===== src/design/pte_pkg.sv =====
// Shared types, codes and constants of the partition table engine.
package pte_pkg;

   // Default table depth
   localparam int SLOTS_DEF = 128;

   // Configuration reset values
   localparam logic [63:0] USABLE_LOW_RST   = 64'd34;
   localparam logic [63:0] USABLE_HIGH_RST  = 64'd0;
   localparam logic [7:0]  SLOTS_IN_USE_RST = 8'd128;

   // Configuration register indexes
   localparam logic [1:0] CSR_USABLE_LOW   = 2'd0;
   localparam logic [1:0] CSR_USABLE_HIGH  = 2'd1;
   localparam logic [1:0] CSR_SLOTS_IN_USE = 2'd2;

   // Request modes
   localparam logic [1:0] MODE_CREATE = 2'd0;
   localparam logic [1:0] MODE_DELETE = 2'd1;
   localparam logic [1:0] MODE_SET    = 2'd2;
   localparam logic [1:0] MODE_INFO   = 2'd3;

   // Result status codes
   localparam logic [2:0] ST_OK       = 3'd0;
   localparam logic [2:0] ST_INVALID  = 3'd1;
   localparam logic [2:0] ST_EXISTS   = 3'd2;
   localparam logic [2:0] ST_NOSPACE  = 3'd3;
   localparam logic [2:0] ST_NOTFOUND = 3'd4;

   // One table entry as stored in memory
   typedef struct packed {
      logic [63:0] type_high;
      logic [63:0] type_low;
      logic [63:0] last;
      logic [63:0] first;
      logic        used;
   } entry_type;

   // Memory access controls from the sequencer
   typedef struct packed {
      logic rd_en;
      logic wr_en;
   } mem_ctl_type;

endpackage


===== src/design/pte_ctrl.sv =====
// Request sequencer: clearing pass, slot lookup, placement scan and result register.
module pte_ctrl #(
   parameter int SLOTS = pte_pkg::SLOTS_DEF,
   parameter int AW    = (SLOTS > 1) ? $clog2(SLOTS) : 1,
   parameter int CW    = $clog2(SLOTS + 1)
) (
   input  logic                 clock,
   input  logic                 reset,
   // configuration values
   input  logic [63:0]          usable_low,
   input  logic [63:0]          usable_high,
   input  logic [7:0]           slots_in_use,
   // request side
   input  logic                 req_tvalid,
   output logic                 req_tready,
   input  logic [1:0]           req_mode,
   input  logic [7:0]           req_slot,
   input  logic [63:0]          req_size,
   input  logic [63:0]          req_type_low,
   input  logic [63:0]          req_type_high,
   // response side
   output logic                 rsp_tvalid,
   input  logic                 rsp_tready,
   output logic [2:0]           rsp_status,
   output logic [63:0]          rsp_start,
   output logic [63:0]          rsp_size,
   // table memory
   output pte_pkg::mem_ctl_type mem_ctl,
   output logic [AW-1:0]        mem_addr,
   output pte_pkg::entry_type   mem_wdata,
   input  pte_pkg::entry_type   mem_rdata
);
   import pte_pkg::*;

   localparam logic [2:0] S_CLEAR  = 3'd0;
   localparam logic [2:0] S_IDLE   = 3'd1;
   localparam logic [2:0] S_EVAL   = 3'd2;
   localparam logic [2:0] S_SCAN   = 3'd3;
   localparam logic [2:0] S_PLACE  = 3'd4;
   localparam logic [2:0] S_COMMIT = 3'd5;
   localparam logic [2:0] S_OUT    = 3'd6;

   localparam logic [CW+7:0] SLOTS_W = (CW + 8)'(SLOTS);
   localparam logic [AW-1:0] LAST_ADDR = AW'(SLOTS - 1);

   logic [2:0]    state_ff, state_in;
   logic [AW-1:0] clr_ff, clr_in;
   logic [CW-1:0] scan_ff, scan_in;
   logic          pend_ff, pend_in;
   logic [CW-1:0] count_ff, count_in;
   logic [1:0]    mode_ff, mode_in;
   logic [AW-1:0] slot_ff, slot_in;
   logic [63:0]   size_ff, size_in;
   logic [63:0]   tlo_ff, tlo_in;
   logic [63:0]   thi_ff, thi_in;
   logic [63:0]   next_ff, next_in;
   logic [63:0]   avail_ff, avail_in;
   logic          nospace_ff, nospace_in;
   logic [2:0]    res_status_ff, res_status_in;
   logic [63:0]   res_start_ff, res_start_in;
   logic [63:0]   res_size_ff, res_size_in;
   logic          rsp_valid_ff, rsp_valid_in;
   logic [2:0]    rsp_status_ff, rsp_status_in;
   logic [63:0]   rsp_start_ff, rsp_start_in;
   logic [63:0]   rsp_size_ff, rsp_size_in;

   logic [CW+7:0] siu_wide, cnt_wide, slot_wide;
   logic          accept, scan_issue;
   logic [63:0]   scan_end, want;
   entry_type     upd_entry;

   assign req_tready = (state_ff == S_IDLE);
   assign accept     = req_tvalid && req_tready;

   // Addressable slot count and slot check
   assign siu_wide  = {{CW{1'b0}}, slots_in_use};
   assign cnt_wide  = (siu_wide < SLOTS_W) ? siu_wide : SLOTS_W;
   assign slot_wide = {{CW{1'b0}}, req_slot};

   assign scan_issue = (scan_ff < count_ff);
   assign scan_end   = mem_rdata.last + 64'd1;
   assign want       = (size_ff == 64'd0) ? avail_ff : size_ff;

   always_comb begin
      state_in      = state_ff;
      clr_in        = clr_ff;
      scan_in       = scan_ff;
      pend_in       = 1'b0;
      count_in      = count_ff;
      mode_in       = mode_ff;
      slot_in       = slot_ff;
      size_in       = size_ff;
      tlo_in        = tlo_ff;
      thi_in        = thi_ff;
      next_in       = next_ff;
      avail_in      = avail_ff;
      nospace_in    = nospace_ff;
      res_status_in = res_status_ff;
      res_start_in  = res_start_ff;
      res_size_in   = res_size_ff;
      rsp_valid_in  = rsp_valid_ff && !rsp_tready;
      rsp_status_in = rsp_status_ff;
      rsp_start_in  = rsp_start_ff;
      rsp_size_in   = rsp_size_ff;
      mem_ctl       = '0;
      mem_addr      = slot_ff;
      mem_wdata     = '0;
      upd_entry     = mem_rdata;

      case (state_ff)
         // Zero every entry after reset
         S_CLEAR: begin
            mem_ctl.wr_en = 1'b1;
            mem_addr      = clr_ff;
            clr_in        = clr_ff + AW'(1);
            if (clr_ff == LAST_ADDR) begin
               state_in = S_IDLE;
            end
         end
         // Take an item and read its slot, or flag an invalid slot
         S_IDLE: begin
            mem_addr = slot_wide[AW-1:0];
            if (accept) begin
               mode_in  = req_mode;
               slot_in  = slot_wide[AW-1:0];
               size_in  = req_size;
               tlo_in   = req_type_low;
               thi_in   = req_type_high;
               count_in = cnt_wide[CW-1:0];
               res_start_in = 64'd0;
               res_size_in  = 64'd0;
               if (slot_wide < cnt_wide) begin
                  mem_ctl.rd_en = 1'b1;
                  state_in      = S_EVAL;
               end else begin
                  res_status_in = ST_INVALID;
                  state_in      = S_OUT;
               end
            end
         end
         // Decide on the slot contents
         S_EVAL: begin
            res_status_in = ST_OK;
            state_in      = S_OUT;
            if (mode_ff == MODE_CREATE) begin
               if (mem_rdata.used) begin
                  res_status_in = ST_EXISTS;
               end else begin
                  scan_in  = '0;
                  next_in  = usable_low;
                  state_in = S_SCAN;
               end
            end else if (!mem_rdata.used) begin
               res_status_in = ST_NOTFOUND;
            end else if (mode_ff == MODE_DELETE) begin
               mem_ctl.wr_en = 1'b1;
            end else if (mode_ff == MODE_SET) begin
               upd_entry.type_low  = tlo_ff;
               upd_entry.type_high = thi_ff;
               mem_wdata     = upd_entry;
               mem_ctl.wr_en = 1'b1;
            end else begin
               res_start_in = mem_rdata.first;
               res_size_in  = mem_rdata.last - mem_rdata.first + 64'd1;
            end
         end
         // Stream slots below the count and track the highest end
         S_SCAN: begin
            mem_addr      = scan_ff[AW-1:0];
            mem_ctl.rd_en = scan_issue;
            pend_in       = scan_issue;
            if (scan_issue) begin
               scan_in = scan_ff + CW'(1);
            end
            if (pend_ff && mem_rdata.used && (scan_end > next_ff)) begin
               next_in = scan_end;
            end
            if (!scan_issue && !pend_ff) begin
               state_in = S_PLACE;
            end
         end
         // Free space after the placement point
         S_PLACE: begin
            nospace_in = (next_ff > usable_high);
            avail_in   = usable_high - next_ff + 64'd1;
            state_in   = S_COMMIT;
         end
         // Check the size and, if it fits, write the new entry
         S_COMMIT: begin
            state_in = S_OUT;
            if (nospace_ff || (want == 64'd0) || (want > avail_ff)) begin
               res_status_in = ST_NOSPACE;
            end else begin
               upd_entry.used      = 1'b1;
               upd_entry.first     = next_ff;
               upd_entry.last      = next_ff + want - 64'd1;
               upd_entry.type_low  = tlo_ff;
               upd_entry.type_high = thi_ff;
               mem_wdata     = upd_entry;
               mem_ctl.wr_en = 1'b1;
               res_status_in = ST_OK;
               res_start_in  = next_ff;
               res_size_in   = want;
            end
         end
         // Hand the result to the output register once it is free
         S_OUT: begin
            if (!rsp_valid_ff || rsp_tready) begin
               rsp_valid_in  = 1'b1;
               rsp_status_in = res_status_ff;
               rsp_start_in  = res_start_ff;
               rsp_size_in   = res_size_ff;
               state_in      = S_IDLE;
            end
         end
         default: begin
            state_in = S_IDLE;
         end
      endcase
   end

   // Control registers
   always_ff @(posedge clock) begin
      if (reset) begin
         state_ff     <= S_CLEAR;
         clr_ff       <= '0;
         pend_ff      <= 1'b0;
         rsp_valid_ff <= 1'b0;
      end else begin
         state_ff     <= state_in;
         clr_ff       <= clr_in;
         pend_ff      <= pend_in;
         rsp_valid_ff <= rsp_valid_in;
      end
   end

   // Payload registers
   always_ff @(posedge clock) begin
      scan_ff       <= scan_in;
      count_ff      <= count_in;
      mode_ff       <= mode_in;
      slot_ff       <= slot_in;
      size_ff       <= size_in;
      tlo_ff        <= tlo_in;
      thi_ff        <= thi_in;
      next_ff       <= next_in;
      avail_ff      <= avail_in;
      nospace_ff    <= nospace_in;
      res_status_ff <= res_status_in;
      res_start_ff  <= res_start_in;
      res_size_ff   <= res_size_in;
      rsp_status_ff <= rsp_status_in;
      rsp_start_ff  <= rsp_start_in;
      rsp_size_ff   <= rsp_size_in;
   end

   assign rsp_tvalid = rsp_valid_ff;
   assign rsp_status = rsp_status_ff;
   assign rsp_start  = rsp_start_ff;
   assign rsp_size   = rsp_size_ff;

endmodule


===== config.mk =====
export PLATFORM = sky130hd
export DESIGN_NAME = pte_ctrl
export DESIGN_NICKNAME = d
export VERILOG_FILES = /design/src/design/pte_pkg.sv /design/src/design/pte_ctrl.sv
export SDC_FILE = /design/constraint.sdc
export NUM_CORES = 2
export LEC_CHECK = 0
export BUFFER_PORTS_ARGS = -buffer_cell sky130_fd_sc_hd__buf_2
export CAP_MARGIN = 30
export CELL_PAD_IN_SITES_DETAIL_PLACEMENT = 1
export CELL_PAD_IN_SITES_GLOBAL_PLACEMENT = 1
export CORE_UTILIZATION = 25
export DETAILED_ROUTE_END_ITERATION = 8
export GPL_ROUTABILITY_DRIVEN = 0
export HOLD_SLACK_MARGIN = 0.08
export PLACE_DENSITY = 0.52
export RECOVER_POWER = 50
export SYNTH_ARGS = -nofsm -noshare
export SYNTH_HDL_FRONTEND = slang
export SYNTH_SLANG_ARGS = --single-unit

===== constraint.sdc =====
create_clock -name clock -period 25.8 [get_ports clock]
set_clock_uncertainty 0.1 [all_clocks]
set_input_delay 1.29 -clock clock [delete_from_list [all_inputs] [get_ports clock]]
set_output_delay 1.29 -clock clock [all_outputs]
set_load 0.005 [all_outputs]

==> implementation parameters <==
Parameter                              Value

Critical path
  Critical Path Source    size_ff[39]
  Sequence of cells on the critical path    nor4_1 > nand4_1 > nor4_4 > buf_4 > and2_1 > a21oi_1 > buf_4 > xnor2_1 > ha_1 > nand4_1 > nor4_1 > nand3_1 > a311oi_1 > o21ai_0 > buf_2 > a31oi_1 > nor3_1 > o31ai_1 > a31oi_1 > xor2_1 > o21ai_1 > buf_2
  Worst Path Class, Setup    flip-flop to output pin
  Endpoint type of the worst setup path    output pin
  R2R cell count    18
  Data arrival at the endpoint of the critical path    8930 ps
  Worst flop-to-flop path startpoint    size_ff[39]
  R2r setup slk    18,330 ps
  Maximum cell stage delay along the critical path    760 ps
  Startpoint type of the worst setup path    flip-flop
  Critical Path Slowest Stage Cell    a311oi_1
  Maximum net fanout on the critical path    28
  Worst EP required    24,410 ps
  Crit Reg-Reg Endpoint    res_size_ff[35]

Finish
  Area added between synthesis and finish    22.2%
  Fillcell total    20,100
  Proportion of layout cells with a drive suffix above 1    0.175
  Final layout net count    6,484

Floorplanning
  Area of the core    172,000 um2
  Total Die Area    176,000 um2
  Die outline width    420 um
  IO Count    998
  Height of the die    420 um
  Starting density of the core    0.253
  Placement row count    152

Global route
  Global routing usage on met1    0.254
  Routing layer with the top usage in global route    met2
  Met3 global-route usage    0.0373
  First-pass GRT wire length    276 mm
  Global routing usage on met2    0.394
  Total global routing overflow    0
  Initial antenna violation count    57
  Vias in the first global route    38,700
  Maximum number of pins on one net before global-route repair    119
  GRT Resource Usage Total    0.217

Power and ir drop
  Cell leakage power    23.9 nW
  Total power after layout    0.00332 W
  Power density over cell area    62.2 nW/um2
  VDD IR max    0.0469 mV

Timing
  Final TNS setup    0 ps
  Final Hold Viols    0
  Setup repair after global routing missed its margin    false
  Final worst path period share    0.400
  Max Slew Vio Count    481
  Transition time at the pin with the least slew margin    3860 ps
  Total setup violations reported at the end of the flow    0
  Highest clock frequency the design can meet    96.9 MHz
  Headroom to the max-slew limit    -1.57
  Time the worst path needs with I/O delays and setup    10,320 ps

Hold path
  Capture endpoint of the worst hold path    rsp_size[35]
  Launch point of the worst hold path    res_size_ff[35]
  Min-delay worst type    flip-flop to flip-flop
  Hold Path Stages    0

Synthesis
  Cell variety after synth    94
  Number of warnings reported in the yosys synthesis log    0
  Fraction of synthesis flops using an asynchronous set or reset pin    0
  Seq cells post-synth    620
  Net Count, Synth    5,611
  Multiplexer share of the synthesized area    0.00442
  Adder and majority cell fraction of the synthesized area    0.161
  Combinational family with the most area after synthesis    compound AO/OA/AOI/OAI gates
  Complex-gate fraction of the synthesized area    0.163
  Most used DFF post-synth    edfxtp_1
  Number of enable-type register cells in the synthesized netlist    608
  Syn Area/Cell    9.80 um2
  Post-synthesis instance total    4,451
  Simple-gate share of the synthesized area    0.141
  Netlist Area Pre-Place    43,600 um2
  Post-Synth XOR/XNOR Area    0.0514
  Sequential area share after synthesis    0.424

Routing
  Via-to-Cell Ratio    4.87
  Total detailed-routing wirelength    198 mm
  Residual antenna-violating net count after detailed routing    0
  Average detailed-routed wire length per instance    25.7 um
  Detailed Route Iter0 Violations    1,914
  Number of vias in the routed layout    37,600
  DRC violations left    0
  Number of optimization iterations in the first detailed-route pass    5

CTS
  Cts bufs inserted    85
  Clock tree from TritonCTS    done
  Maximum level of the CTS H-tree    3
  Hold-fix buffers at CTS    0
  Clk buf depth    3
  Root buf cell    clkbuf_16
  Num Clock Sinks    620
  Number of gates resized after cts    0
  Skew-Pair Late Insertion Delay    730 ps
  Buffers inserted by post-CTS timing repair    0
  Reg clk slew, reported paths    60 ps

Place
  Half-perimeter wire length of the detailed placement result    165 mm
  Number of input and output port buffers inserted    869

Run status
  Result of the run    complete, but fails checks
  Violations in the final reports    max-capacitance violations, max-slew violations

Flow run
  Number of max-cap violations    12
[worst max-delay path by stage]
stage	endpoint	slack (ps)	cells after the start
6_report	mem_wdata[125]	15480	22
4_1_cts	mem_wdata[125]	15140	22
5_1_grt	mem_wdata[125]	14970	22
3_3_place_gp	mem_wdata[125]	15650	21
2_1_floorplan	res_size_ff[0]	15410	18
3_5_place_dp	mem_wdata[125]	16010	22
[power by group]
part,switching [W],internal [W]
clock network,0.000507,0.000683
logic,0.000557,0.000285
registers,0.0000370,0.00125
total,0.00110,0.00222
[logic make-up (layout without fill, tap and decap cells)]
logic type / count (synthesis) / count (layout)
buffers and inverters: 602 / 1544
and+or+nand+nor: 1271 / 1271
other: 0 / 17
DFF: 620 / 620
AOI/OAI and AO/OA: 1123 / 1123
xor gates and xnor gates: 256 / 256
muxes: 18 / 18
adders and majority gates: 561 / 561
[sequential cells by signal (all words and copies together) (netlist names), 2 cells and up]
register / count
size_ff: 64
res_status_ff: 3
count_ff: 8
state_ff: 3
mode_ff: 2
scan_ff: 8
rsp_status: 3
res_size_ff: 64
tlo_ff: 64
rsp_size: 64
avail_ff: 64
thi_ff: 64
slot_ff: 7
rsp_start: 64
res_start_ff: 64
next_ff: 64
clr_ff: 7
[placed cells by master, fill, tap and decap left out, types with 42 or more instances in the layout]
cell       count
a21o_1       200
o21ai_1       99
inv_1        453
o21ai_0      162
clkbuf_16     86
ha_1         558
edfxtp_1     608
nand3_1       67
o22ai_1      122
xor2_1       109
buf_4         50
nand2_1      488
and2_1       139
xnor2_1      147
nor2_1       220
a31oi_1       83
clkbuf_1     196
a21oi_1      257
and3_1        42
nand4_1      109
buf_2        701
[critical path: cells and delay by family (launching register included)]
family / cells / cell delay [ps]
AO/OA/AOI/OAI: 7 / 2620
XOR/XNOR: 2 / 530
flip-flops: 1 / 470
adder cells (fa/ha/maj): 1 / 390
AND/OR/NAND/NOR: 8 / 3200
buffers and inverters: 4 / 960
[per-stage QoR]
step                       util  hold slack, ps  setup slack, ps  instances  area (um2)
after CTS                 0.310             286            15140       7703       53600
after floorplan               -             300            15410       4451       43600
after detailed placement  0.295             306            16010       7547       50800
final                     0.309             291            15480       7720       53300
after global placement    0.294             303            15650       7540       50700
after global routing      0.309             302            14970       7717       53300
[routing by layer]
| layer | routed length (um) | share of wire |
|---|---|---|
| met1 | 81200 | 0.41 |
| met5 | 121 | 0.00061 |
| met2 | 101000 | 0.51 |
| met3 | 9190 | 0.046 |
| met4 | 6740 | 0.034 |
[area by class of cell]
cell class	instances	area, um2	share of cell area
tap	2310	2890	0.0542
inverter	455	1710	0.0321
clock inverter	52	494	0.00927
multi-input combinational	3229	22800	0.428
antenna	17	42.5	0.000798
sequential	620	18500	0.347
clock buffer	104	2250	0.0422
timing repair buffer	933	4590	0.0861
[synthesized netlist by cell type, drive strengths merged, types with 5 or more instances]
library cell / n / area (um2)
a211o: 5 / 43.8
a211oi: 26 / 200
a21o: 200 / 1500
a21oi: 257 / 1290
a221o: 5 / 50.1
a221oi: 7 / 80.1
a22o: 9 / 78.8
a311oi: 7 / 61.3
a31oi: 85 / 538
a41oi: 7 / 61.3
and2: 142 / 888
and3: 44 / 277
and4: 7 / 61.3
buf: 44 / 278
clkbuf: 103 / 387
dfxtp: 12 / 240
edfxtp: 608 / 18300
ha: 558 / 6980
inv: 454 / 1700
mux2: 10 / 113
mux2i: 8 / 80.1
nand2: 489 / 1840
nand2b: 41 / 257
nand3: 67 / 335
nand4: 109 / 682
nor2: 224 / 862
nor2b: 41 / 257
nor3: 38 / 201
nor4: 35 / 253
o211ai: 15 / 126
o21a: 29 / 225
o21ai: 261 / 1310
o21bai: 23 / 173
o22ai: 123 / 776
o31ai: 17 / 166
or3: 15 / 93.8
xnor2: 147 / 1290
xor2: 109 / 955
No activity file was read; power rests on OpenSTA's default activity.
